==> src/hw/rtl/tcg_pkg.sv <==
// Shared types and constants of the text cell glyph renderer.
package tcg_pkg;

   localparam int FONT_DEPTH = 2048;
   localparam int FONT_AW    = 11;
   localparam int FONT_DW    = 8;
   localparam int CODE_W     = 8;
   localparam int ATTR_W     = 8;
   localparam int COL_W      = 7;
   localparam int ROW_W      = 5;
   localparam int ADDR_W     = 16;
   localparam int PIX_W      = 32;
   localparam int MAX_PIX    = 8;
   localparam int INDEX_W    = 4;

   localparam logic ACTION_LOAD   = 1'b0;
   localparam logic ACTION_RENDER = 1'b1;

   typedef enum logic {
      ST_IDLE,
      ST_RENDER
   } state_type;

   // Controller to datapath.
   typedef struct packed {
      logic start;
      logic load;
      logic rd;
      logic emit;
      logic last_line;
   } cmd_type;

   // Datapath to controller.
   typedef struct packed {
      logic line_ready;
      logic room_if_emit;
      logic room_no_emit;
      logic out_free;
   } status_type;

endpackage

==> src/hw/rtl/tcg_ctrl.sv <==
// Controller: issues font writes, sequences a cell's reads and line emission.
module tcg_ctrl
   import tcg_pkg::*;
#(
   parameter int GLYPH_WIDTH  = 8,
   parameter int GLYPH_HEIGHT = 8
) (
   input  logic       clock,
   input  logic       reset,
   input  logic       req_valid,
   input  logic       req_action,
   output logic       req_ready,
   input  status_type status,
   output cmd_type    cmd
);

   localparam int NBYTES = (GLYPH_WIDTH * GLYPH_HEIGHT + 7) / 8;
   localparam int LW     = $clog2(GLYPH_HEIGHT + 1);
   localparam int BW     = $clog2(NBYTES + 1);

   state_type         state_ff, state_in;
   logic [LW-1:0]     lines_left_ff, lines_left_in;
   logic [BW-1:0]     bytes_left_ff, bytes_left_in;

   always_ff @(posedge clock) begin
      if (reset) begin
         state_ff      <= ST_IDLE;
         lines_left_ff <= '0;
         bytes_left_ff <= '0;
      end else begin
         state_ff      <= state_in;
         lines_left_ff <= lines_left_in;
         bytes_left_ff <= bytes_left_in;
      end
   end

   always_comb begin
      state_in      = state_ff;
      lines_left_in = lines_left_ff;
      bytes_left_in = bytes_left_ff;
      req_ready     = 1'b0;
      cmd           = '0;
      case (state_ff)
         ST_IDLE: begin
            req_ready = 1'b1;
            if (req_valid) begin
               if (req_action == ACTION_RENDER) begin
                  cmd.start     = 1'b1;
                  lines_left_in = LW'(GLYPH_HEIGHT);
                  bytes_left_in = BW'(NBYTES);
                  state_in      = ST_RENDER;
               end else begin
                  cmd.load = 1'b1;
               end
            end
         end
         ST_RENDER: begin
            cmd.last_line = (lines_left_ff == LW'(1));
            cmd.emit      = (lines_left_ff != '0) && status.line_ready && status.out_free;
            cmd.rd        = (bytes_left_ff != '0) &&
                            (cmd.emit ? status.room_if_emit : status.room_no_emit);
            if (cmd.rd) begin
               bytes_left_in = bytes_left_ff - BW'(1);
            end
            if (cmd.emit) begin
               lines_left_in = lines_left_ff - LW'(1);
               if (cmd.last_line) begin
                  state_in = ST_IDLE;
               end
            end
         end
         default: begin
            state_in = ST_IDLE;
         end
      endcase
   end

endmodule

==> config.mk <==
export PLATFORM = sky130hd
export DESIGN_NAME = tcg_ctrl
export DESIGN_NICKNAME = d
export VERILOG_FILES = /design/src/hw/rtl/tcg_pkg.sv /design/src/hw/rtl/tcg_ctrl.sv
export SDC_FILE = /design/constraint.sdc
export NUM_CORES = 1
export LEC_CHECK = 0
export BUFFER_PORTS_ARGS = -buffer_cell sky130_fd_sc_hd__buf_2
export CAP_MARGIN = 15
export CORE_AREA = 2 2 39 41
export DETAILED_ROUTE_END_ITERATION = 12
export DIE_AREA = 0 0 41 43
export GPL_TIMING_DRIVEN = 0
export PLACE_DENSITY_LB_ADDON = 0.3
export RECOVER_POWER = 100
export SYNTH_ARGS = -nofsm -noshare
export SYNTH_HDL_FRONTEND = slang
export SYNTH_SLANG_ARGS = --single-unit
==> constraint.sdc <==
create_clock -name clock -period 1.9 [get_ports clock]
set_input_delay 0.095 -clock clock [delete_from_list [all_inputs] [get_ports clock]]
set_output_delay 0.095 -clock clock [all_outputs]
set_load 0.01 [all_outputs]
==> After elaboration in Yosys (flattened, before gate mapping) <==
Index checks and enable logic that the tools add are counted.
{ "totals": {"reg_bits": 9, "input_bits": 8, "out_inout_bits": 6, "word_cells": 35} }
{ "classes": {"n_addsub": 2, "eq_ne": 5, "mux": 17, "bitwise_logic": 1, "n_reduce_logical": 7} }
{ "ops": {"columns": ["op", "count"], "rows": [
  ["$mux 4", 4],
  ["$pmux 4 s2", 2],
  ["$reduce_bool 4->1", 2],
  ["$sub 4x1->4 const B", 2],
  ["$mux 1", 7],
  ["$reduce_and 3->1", 2],
  ["$eq 4x1->1 const B", 1],
  ["$mux 2", 2],
  ["$ne 2x1->1 const B", 2],
  ["$ne 2x2->1 const B", 2],
  ["$logic_and 1x1->1", 3],
  ["$mux 3", 1],
  ["$pmux 1 s2", 1],
  ["$not 1->1", 1]
]} }

==> Logic depth before layout (Yosys ltp) <==
Gate-level depths: netlist of run 1.
{ "logic_depth": {"ltp_word": 7, "ltp_mapped": 8} }

==> Worst setup path after synthesis of run 1 <==
No wires, ideal clock.
{ "synth_path": {"kind": "register -> register", "start": "register lines_left_ff[0]", "end": "register bytes_left_ff[3]", "arrival_ns": 1.720, "required_ns": 1.785, "path_slack_ns": 0.065, "path_stages_with_launch": 9, "synth_period_minus_slack_ns": 1.835, "path_cell_list": "dfxtp_1 > inv_1 > ha_1 > nor3b_2 > or4b_4 > and2_4 > clkinv_4 > a31oi_1 > o21a_1"} }
{ "synth_between": {"elab_chain_len": 7} }
{ "synth_lines": {"columns": ["element", "line_no", "source"], "rows": [
  ["from (decl)", "tcg_ctrl.sv:22", "logic [LW-1:0] lines_left_ff, lines_left_in;"],
  ["from (signal assigned)", "tcg_ctrl.sv:32", "lines_left_ff <= lines_left_in;"],
  ["$reduce_bool 4->1", "tcg_ctrl.sv:59", "cmd.emit = (lines_left_ff != '0) && status.line_ready && status.out_free;"],
  ["$logic_and 1x1->1 (2 in a row)", "tcg_ctrl.sv:59", null],
  ["$mux 1", "tcg_ctrl.sv:61", "(cmd.emit ? status.room_if_emit : status.room_no_emit);"],
  ["$logic_and 1x1->1", "tcg_ctrl.sv:60", "cmd.rd = (bytes_left_ff != '0) &&"],
  ["$ne 2x1->1 (no line)", null, null],
  ["$reduce_and 3->1 (no line)", null, null],
  ["to (signal assigned)", "tcg_ctrl.sv:33", "bytes_left_ff <= bytes_left_in;"],
  ["to (decl)", "tcg_ctrl.sv:23", "logic [BW-1:0] bytes_left_ff, bytes_left_in;"]
]} }
No other way between the ends.
A chain may end at the register's enable or synchronous reset.

==> results of run 1 <==
per-stage QoR:
step                total power [mW]  instances  setup slack, ns  hold WS (ns)  TNS (ns)
floorplan                      0.243         66           0.0654         0.239         0
global placement               0.261         94         -0.00145         0.398  -0.00145
detailed placement             0.262         94          -0.0338         0.395   -0.0535
CTS                            0.420        103          0.00123         0.114         0
global route                   0.446        104          -0.0678         0.163    -0.121
finish                         0.423        104          -0.0139         0.126   -0.0139
area by class of cell:
cell class	instances	area, um2
Fill cell	146	632
Multi-Input combinational cell	48	372
Sequential cell	9	185
Timing Repair Buffer	18	109
Inverter	8	35.0
Clock buffer	4	26.3
Tap cell	16	20.0
Buffer	1	5.00
registers in the layout (all words and copies together) (netlist names):
| register | flops |
|---|---|
| bytes_left_ff | 4 |
| lines_left_ff | 4 |
| state_ff | 1 |
per-layer routing:
metal	vias up	track usage (%)	wire length [um]
met5	-	0	0
met4	0	10.0	14
met3	2	3.14	54
met2	11	27.2	694
met1	233	20.8	556
li1	276	-	-
path summary, 6_finish.rpt:
| kind | start | end | slack, ns | cells past startpoint |
|---|---|---|---|---|
| hold / removal | reset | bytes_left_ff[0] | 0.13 | 2 |
| setup reg to reg | bytes_left_ff[0] | bytes_left_ff[3] | 0.02 | 9 |
| setup / recovery | bytes_left_ff[0] | cmd[2] | -0.01 | 7 |
| hold reg to reg | bytes_left_ff[0] | bytes_left_ff[0] | 0.50 | 2 |
layout by cell type, fill, tap and decap left out, drive strengths merged:
cell / instances
buf: 13
clkbuf: 10
dfxtp: 9
a21oi: 7
inv: 7
nand2: 6
ha: 5
nor3: 4
nand3: 4
nor2: 4
a31oi: 3
nor2b: 2
a211oi: 2
nor3b: 2
or3: 1
or3b: 1
o2111ai: 1
or4b: 1
and2: 1
clkinv: 1
o21ai: 1
nor4: 1
o21a: 1
xor2: 1
worst max-delay path: cells and delay by family, from the launching register on:
| family | cells | cell delay (ns) |
|---|---|---|
| adders and majority gates | 1 | 0.16 |
| buffers and inverters | 3 | 0.18 |
| DFF | 1 | 0.34 |
| and+or+nand+nor | 3 | 0.89 |
repair_timing:
action / in CTS / in global routing
gates resized for setup: 8 / 9
buffers inserted: 5 / 1
pin swaps: 1 / 2
hold buffers: 0 / 0
endpoints found under the setup margin: 4 / 5
synth_stat cells, drive strengths merged:
cell type	instances	share of area, %
o21ai	1	1.6
or4b	1	2.5
nor2	4	2.7
or3b	1	1.6
xor2	1	1.6
a31oi	3	3.4
nor3b	2	3.6
nand3	4	3.6
a21oi	7	7.6
clkinv	1	1.6
nor4	1	2.2
nor2b	2	2.2
dfxtp	9	32
or3	1	2.0
o2111ai	1	1.6
nor3	4	3.6
ha	5	11
and2	1	1.6
nand2	6	4.0
o21a	1	1.3
inv	7	4.7
a211oi	2	2.7
clkbuf	1	0.90
cells by family (layout without fill, tap and decap cells):
group | count (synthesis) | in the layout | share of synthesized area, %
flip-flops | 9 | 9 | 32.3
XOR/XNOR | 1 | 1 | 1.57
adder cells (fa/ha/maj) | 5 | 5 | 11.2
AND/OR/NAND/NOR | 27 | 27 | 29.6
AO/OA/AOI/OAI | 15 | 15 | 18.2
buffers and inverters | 9 | 31 | 7.18
power groups by stage:
stage	clock network, mW	logic, mW	registers [mW]
3_5_place_dp	0	0.0548	0.207
2_1_floorplan	0	0.0373	0.205
5_1_grt	0.162	0.0781	0.206
3_3_place_gp	0	0.0539	0.207
4_1_cts	0.155	0.0623	0.203
6_report	0.149	0.0693	0.205
==> impl_table.tex, run 1 <==
\begin{tabular}{lr}
\hline
Metric & Value \\
\hline
\multicolumn{2}{l}{\textbf{Layout}} \\
NumNets Final & 102 \\
Layout cell share with drive strength beyond 1 & 42.0\% \\
Final core utilization & 54.3\% \\
Diodes inserted & 0 \\
Synthesis-to-finish area growth & 34.8\% \\
Post-route design area & 752 um2 \\
\multicolumn{2}{l}{\textbf{Synthesis}} \\
Flip-flop and latch count after synthesis & 9 \\
Synthesized area & 558 um2 \\
Average instance area after synthesis & 8.46 um2 \\
Proportion of synthesized chip area in sequential cells & 32.3\% \\
Post-Syn Nets & 79 \\
Post-synth cell types & 25 \\
Yosys warns & 0 \\
Synth Instances & 66 \\
\multicolumn{2}{l}{\textbf{Setup path}} \\
Sort of element at the end of the critical path & output pin \\
Kind of critical path & reg -> out \\
Slowest stage delay, CP & 0.46 ns \\
Required time reported for the critical path endpoint & 1.80 ns \\
Worst-path cell chain & inv\_2 > ha\_2 > or3b\_4 > or4b\_4 > and2\_4 > clkinv\_4 > buf\_6 \\
Data arrival time of the critical path & 1.82 ns \\
Critical path's slowest cell & sky130\_fd\_sc\_hd\_\_or4b\_4 \\
Maximum fanout along the worst path & 3 \\
Critical Path Source Type & flop \\
\multicolumn{2}{l}{\textbf{STA}} \\
Final hold violations & 0 \\
Max-slew violation total from the final report & 0 \\
Max Clk Rate & 522 MHz \\
Endpoints failing setup & 1 \\
Setup Skew & 0.00881 ns \\
Actual transition at the worst max-transition pin & 0.423 ns \\
Relative slew margins & 71.7\% \\
RSZ-0062 raised after global routing & true \\
Final min period & 1.91 ns \\
Tcrit/Tclk final & 101\% \\
Worst Setup Slack, final & -0.0139 ns \\
\multicolumn{2}{l}{\textbf{Routing}} \\
Overall routed net length & 1.32 mm \\
DR pass1 iterations & 8 \\
Count of routing violations after the opening detailed-route iteration & 10 \\
Remaining number of nets flagged by the antenna check after routing & 0 \\
Vias/cell & 5.02 \\
DR vias & 522 \\
Remaining design rule violation count & 2 \\
Per-cell routed wire length & 12.7 um \\
\multicolumn{2}{l}{\textbf{Clocking}} \\
Clock root buffer & sky130\_fd\_sc\_hd\_\_clkbuf\_4 \\
Longest Clk Path Bufs & 2 \\
Number of CTS-inserted buffers & 3 \\
Reg clk slew, reported paths & 0.06 ns \\
TritonCTS clock tree & yes \\
Clock sink total & 9 \\
H-tree depth & 1 \\
Clock latency at the later pin of the worst-skew pair & 0.26 ns \\
\multicolumn{2}{l}{\textbf{Power}} \\
Leakage power & 0.299 nW \\
Pwr/cell area & 563 nW/um2 \\
Proportion of power drawn by flip-flops and latches & 48.4\% \\
Switching part of the total power & 26.6\% \\
Part of the power in combinational logic & 16.4\% \\
Switching pwr & 0.113 mW \\
Internal power & 0.311 mW \\
Worst voltage drop across the vdd grid & 0.326 mV \\
Clock power share & 35.2\% \\
\multicolumn{2}{l}{\textbf{Global routing}} \\
Via count of the first global-routing pass & 511 \\
Overflow left after global routing & 0 \\
Pin count of the biggest net entering global routing & 10 \\
Antenna violations before repair & 0 \\
Global-route wire length before repair & 2.07 mm \\
Overall routing resource usage & 17.3\% \\
\multicolumn{2}{l}{\textbf{Floorplan}} \\
Overall die area & 1760 um2 \\
Top-Level Pins & 14 \\
Die X-Extent & 41 um \\
Floorplan core area & 1380 um2 \\
Placement Rows & 14 \\
Vertical extent of the die & 43 um \\
Initial Utilization & 40.3\% \\
\multicolumn{2}{l}{\textbf{Placed design}} \\
Area after DPL & 638 um2 \\
Global placer's final weighted congestion & 0.724 \\
Post-detail-place hpwl & 819 um \\
Port buffer count & 12 \\
\multicolumn{2}{l}{\textbf{Outcome}} \\
Violated checks & DRC, setup timing \\
Status & finished, violations left \\
\multicolumn{2}{l}{\textbf{Job}} \\
Count of max-cap constraint violations & 0 \\
\multicolumn{2}{l}{\textbf{Min path}} \\
Hold WC Path Type & in -> reg \\
\hline
\end{tabular}
(Power assumes the default switching activity.)
==> inputs of run 2 (changes only) <==
--- a/config.mk
+++ b/config.mk
@@ -7,9 +7,9 @@
 export LEC_CHECK = 0
 export BUFFER_PORTS_ARGS = -buffer_cell sky130_fd_sc_hd__buf_2
 export CAP_MARGIN = 15
-export CORE_AREA = 2 2 39 41
+export CORE_MARGIN = 2
+export CORE_UTILIZATION = 30
 export DETAILED_ROUTE_END_ITERATION = 12
-export DIE_AREA = 0 0 41 43
 export GPL_TIMING_DRIVEN = 0
 export PLACE_DENSITY_LB_ADDON = 0.3
 export RECOVER_POWER = 100
==> impl_table.tex, run 2 (synthesis gave the netlist of run 1 again) <==
\begin{tabular}{lr}
\hline
Metric & Value \\
\hline
\multicolumn{2}{l}{\textbf{Outcome}} \\
Status & finished, violations left (unchanged) \\
Violated checks & setup timing (was DRC, setup timing) \\
\multicolumn{2}{l}{\textbf{Setup path}} \\
Sort of element at the end of the critical path & output pin (unchanged) \\
Reg2reg setup slack & 0.01 ns (was 0.02 ns) \\
Required time reported for the critical path endpoint & 1.80 ns (about the same) \\
Data arrival time of the critical path & 1.81 ns (was 1.82 ns) \\
Maximum fanout along the worst path & 3 (unchanged) \\
Slowest stage delay, CP & 0.47 ns (was 0.46 ns) \\
Capturing point of the worst reg2reg path & bytes\_left\_ff[1] (was bytes\_left\_ff[3]) \\
Critical path's slowest cell & sky130\_fd\_sc\_hd\_\_or4b\_4 (unchanged) \\
FF-to-FF path depth & 8 (was 9) \\
Kind of critical path & reg -> out (unchanged) \\
Worst-path cell chain & inv\_2 > ha\_4 > or3b\_4 > or4b\_4 > and2\_4 > clkinv\_4 > buf\_6 (was inv\_2 > ha\_2 > or3b\_4 > or4b\_4 > and2\_4 > clkinv\_4 > buf\_6) \\
Critical Path Source Type & flop (unchanged) \\
Buffers \& Inverters on Critical Path & 3 (unchanged) \\
Dominant delay contributor by cell family on the critical path & simple AND/OR/NAND/NOR gates (unchanged) \\
Critical register-to-register path startpoint & bytes\_left\_ff[1] (was bytes\_left\_ff[0]) \\
\multicolumn{2}{l}{\textbf{Floorplan}} \\
Floorplan core area & 1750 um2 (was 1380 um2) \\
Vertical extent of the die & 47.1 um (was 43 um) \\
Initial Utilization & 32.0\% (was 40.3\%) \\
Top-Level Pins & 14 (unchanged) \\
Die X-Extent & 47.1 um (was 41 um) \\
Overall die area & 2220 um2 (was 1760 um2) \\
Placement Rows & 15 (was 14) \\
\multicolumn{2}{l}{\textbf{STA}} \\
Tcrit/Tclk final & 100\% (was 101\%) \\
RSZ-0062 raised after global routing & true (unchanged) \\
Final min period & 1.91 ns (about the same) \\
Worst Setup Slack, final & -0.00936 ns (was -0.0139 ns) \\
Max-slew violation total from the final report & 0 (unchanged) \\
Max Clk Rate & 524 MHz (was 522 MHz) \\
Setup Skew & 0.00289 ns (was 0.00881 ns) \\
Endpoints failing setup & 1 (unchanged) \\
Final hold violations & 0 (unchanged) \\
Relative slew margins & 80.0\% (was 71.7\%) \\
Actual transition at the worst max-transition pin & 0.299 ns (was 0.423 ns) \\
\multicolumn{2}{l}{\textbf{Min path}} \\
Hold WC Path Type & in -> reg (unchanged) \\
Endpoint with the worst hold slack & lines\_left\_ff[0] (was bytes\_left\_ff[0]) \\
Worst hold path cell count & 2 (unchanged) \\
Hold wc startpoint & reset (unchanged) \\
\multicolumn{2}{l}{\textbf{Layout}} \\
Most common cell after layout, fill and taps aside & sky130\_fd\_sc\_hd\_\_buf\_2 \\
Leading registers by flop count & bytes\_left\_ff (4), lines\_left\_ff (4), state\_ff (1) (unchanged) \\
Layout cell share with drive strength beyond 1 & 42.2\% (was 42.0\%) \\
NumNets Final & 104 (was 102) \\
Diodes inserted & 0 (unchanged) \\
Synthesis-to-finish area growth & 38.8\% (was 34.8\%) \\
Post-route design area & 774 um2 (was 752 um2) \\
Highest-count cells in the layout ignoring fill and taps & sky130\_fd\_sc\_hd\_\_buf\_2 (7), sky130\_fd\_sc\_hd\_\_nand2\_1 (6), sky130\_fd\_sc\_hd\_\_a21oi\_1 (6), sky130\_fd\_sc\_hd\_\_clkbuf\_1 (6) (was sky130\_fd\_sc\_hd\_\_nand2\_1 (6), sky130\_fd\_sc\_hd\_\_clkbuf\_1 (6), sky130\_fd\_sc\_hd\_\_buf\_2 (6)) \\
Number of filler instances in the final layout & 188 (was 146) \\
Final Instance Count excl. Fillers & 115 (was 104) \\
\multicolumn{2}{l}{\textbf{Routing}} \\
M1 wire length & 600 um (was 556 um) \\
Highest routed metal layer & met4 (unchanged) \\
Remaining design rule violation count & 0 (was 2) \\
Detailed-routed wire length on met2 & 643 um (was 694 um) \\
Count of routing violations after the opening detailed-route iteration & 9 (was 10) \\
Per-cell routed wire length & 11.4 um (was 12.7 um) \\
DR vias & 556 (was 522) \\
Overall routed net length & 1.31 mm (was 1.32 mm) \\
DR pass1 iterations & 3 (was 8) \\
DR WL met3 & 40 um (was 54 um) \\
Remaining number of nets flagged by the antenna check after routing & 0 (unchanged) \\
Vias/cell & 4.83 (was 5.02) \\
\multicolumn{2}{l}{\textbf{Power}} \\
Leakage power & 0.310 nW (was 0.299 nW) \\
Pwr/cell area & 562 nW/um2 (was 563 nW/um2) \\
Worst voltage drop across the vdd grid & 0.212 mV (was 0.326 mV) \\
\multicolumn{2}{l}{\textbf{Clocking}} \\
H-tree depth & 1 (unchanged) \\
Clock sink total & 9 (unchanged) \\
Clock root buffer & sky130\_fd\_sc\_hd\_\_clkbuf\_4 (unchanged) \\
Reg clk slew, reported paths & 0.07 ns (was 0.06 ns) \\
Hold bufs inserted after CTS & 0 (unchanged) \\
Longest Clk Path Bufs & 2 (unchanged) \\
Clock latency at the later pin of the worst-skew pair & 0.27 ns (was 0.26 ns) \\
TritonCTS clock tree & yes (unchanged) \\
Number of CTS-inserted buffers & 3 (unchanged) \\
\multicolumn{2}{l}{\textbf{Placed design}} \\
Global placer's final weighted congestion & 0.741 (was 0.724) \\
Port buffer count & 12 (unchanged) \\
Post-detail-place hpwl & 895 um (was 819 um) \\
Area after DPL & 649 um2 (was 638 um2) \\
Placed cell count & 103 (was 94) \\
\multicolumn{2}{l}{\textbf{Global routing}} \\
Overflow left after global routing & 0 (unchanged) \\
Pin count of the biggest net entering global routing & 10 (unchanged) \\
Global-route wire length before repair & 1.88 mm (was 2.07 mm) \\
Overall routing resource usage & 12.0\% (was 17.3\%) \\
Antenna violations before repair & 0 (unchanged) \\
Via count of the first global-routing pass & 490 (was 511) \\
\multicolumn{2}{l}{\textbf{Job}} \\
Count of max-cap constraint violations & 0 (unchanged) \\
\hline
\end{tabular}
-- run 2: layout make-up --
type | count | area [um2] | share of cell area, %
well taps | 25 | 31.3 | 4.04
multi-input cells | 48 | 367 | 47.3
plain buffers | 1 | 5.00 | 0.646
repair buffers | 20 | 125 | 16.2
inverters | 8 | 35.0 | 4.52
clock buffers | 4 | 26.3 | 3.39
flip-flops and latches | 9 | 185 | 23.9
-- run 2: metal layers --
layer	track usage, %	vias to the layer above
li1	-	279
met4	8.33	0
met5	0	-
met3	1.15	2
met2	20.8	16
met1	13.8	259
-- run 2: repair_timing --
action,in CTS,in global routing
setup endpoints to repair,5,4
gates resized for setup,10,8
hold endpoints to repair,0,0
setup buffers,6,2
pin swaps,1,4
-- run 2: how the worst max path moves through the flow --
stage / end / depth (start not counted) / from
after floorplan: bytes_left_ff[3] / 8 / lines_left_ff[0]
after global placement: bytes_left_ff[3] / 8 / lines_left_ff[0]
after detailed placement: bytes_left_ff[3] / 8 / lines_left_ff[0]
after CTS: cmd[2] / 7 / lines_left_ff[0]
after global routing: bytes_left_ff[1] / 8 / bytes_left_ff[1]
final: cmd[2] / 7 / bytes_left_ff[1]
-- run 2: metrics by stage --
step                      setup WS, ns  hold slack (ns)  total power [mW]  TNS (ns)  utilization, %
after floorplan                 0.0654            0.239             0.243         0               -
after global placement         -0.0199            0.406             0.261   -0.0358            37.2
after detailed placement       -0.0209            0.405             0.263   -0.0322            37.2
after CTS                     0.000804            0.115             0.428         0            42.4
after global routing           -0.0880            0.133             0.459    -0.275            44.4
final                         -0.00936            0.120             0.435  -0.00936            44.4
-- run 2: where the power goes --
part / internal (mW) / switching (mW) / total (mW)
Combinational: 0.0363 / 0.0383 / 0.0747
Clock: 0.0812 / 0.0751 / 0.156
Sequential: 0.196 / 0.00826 / 0.204
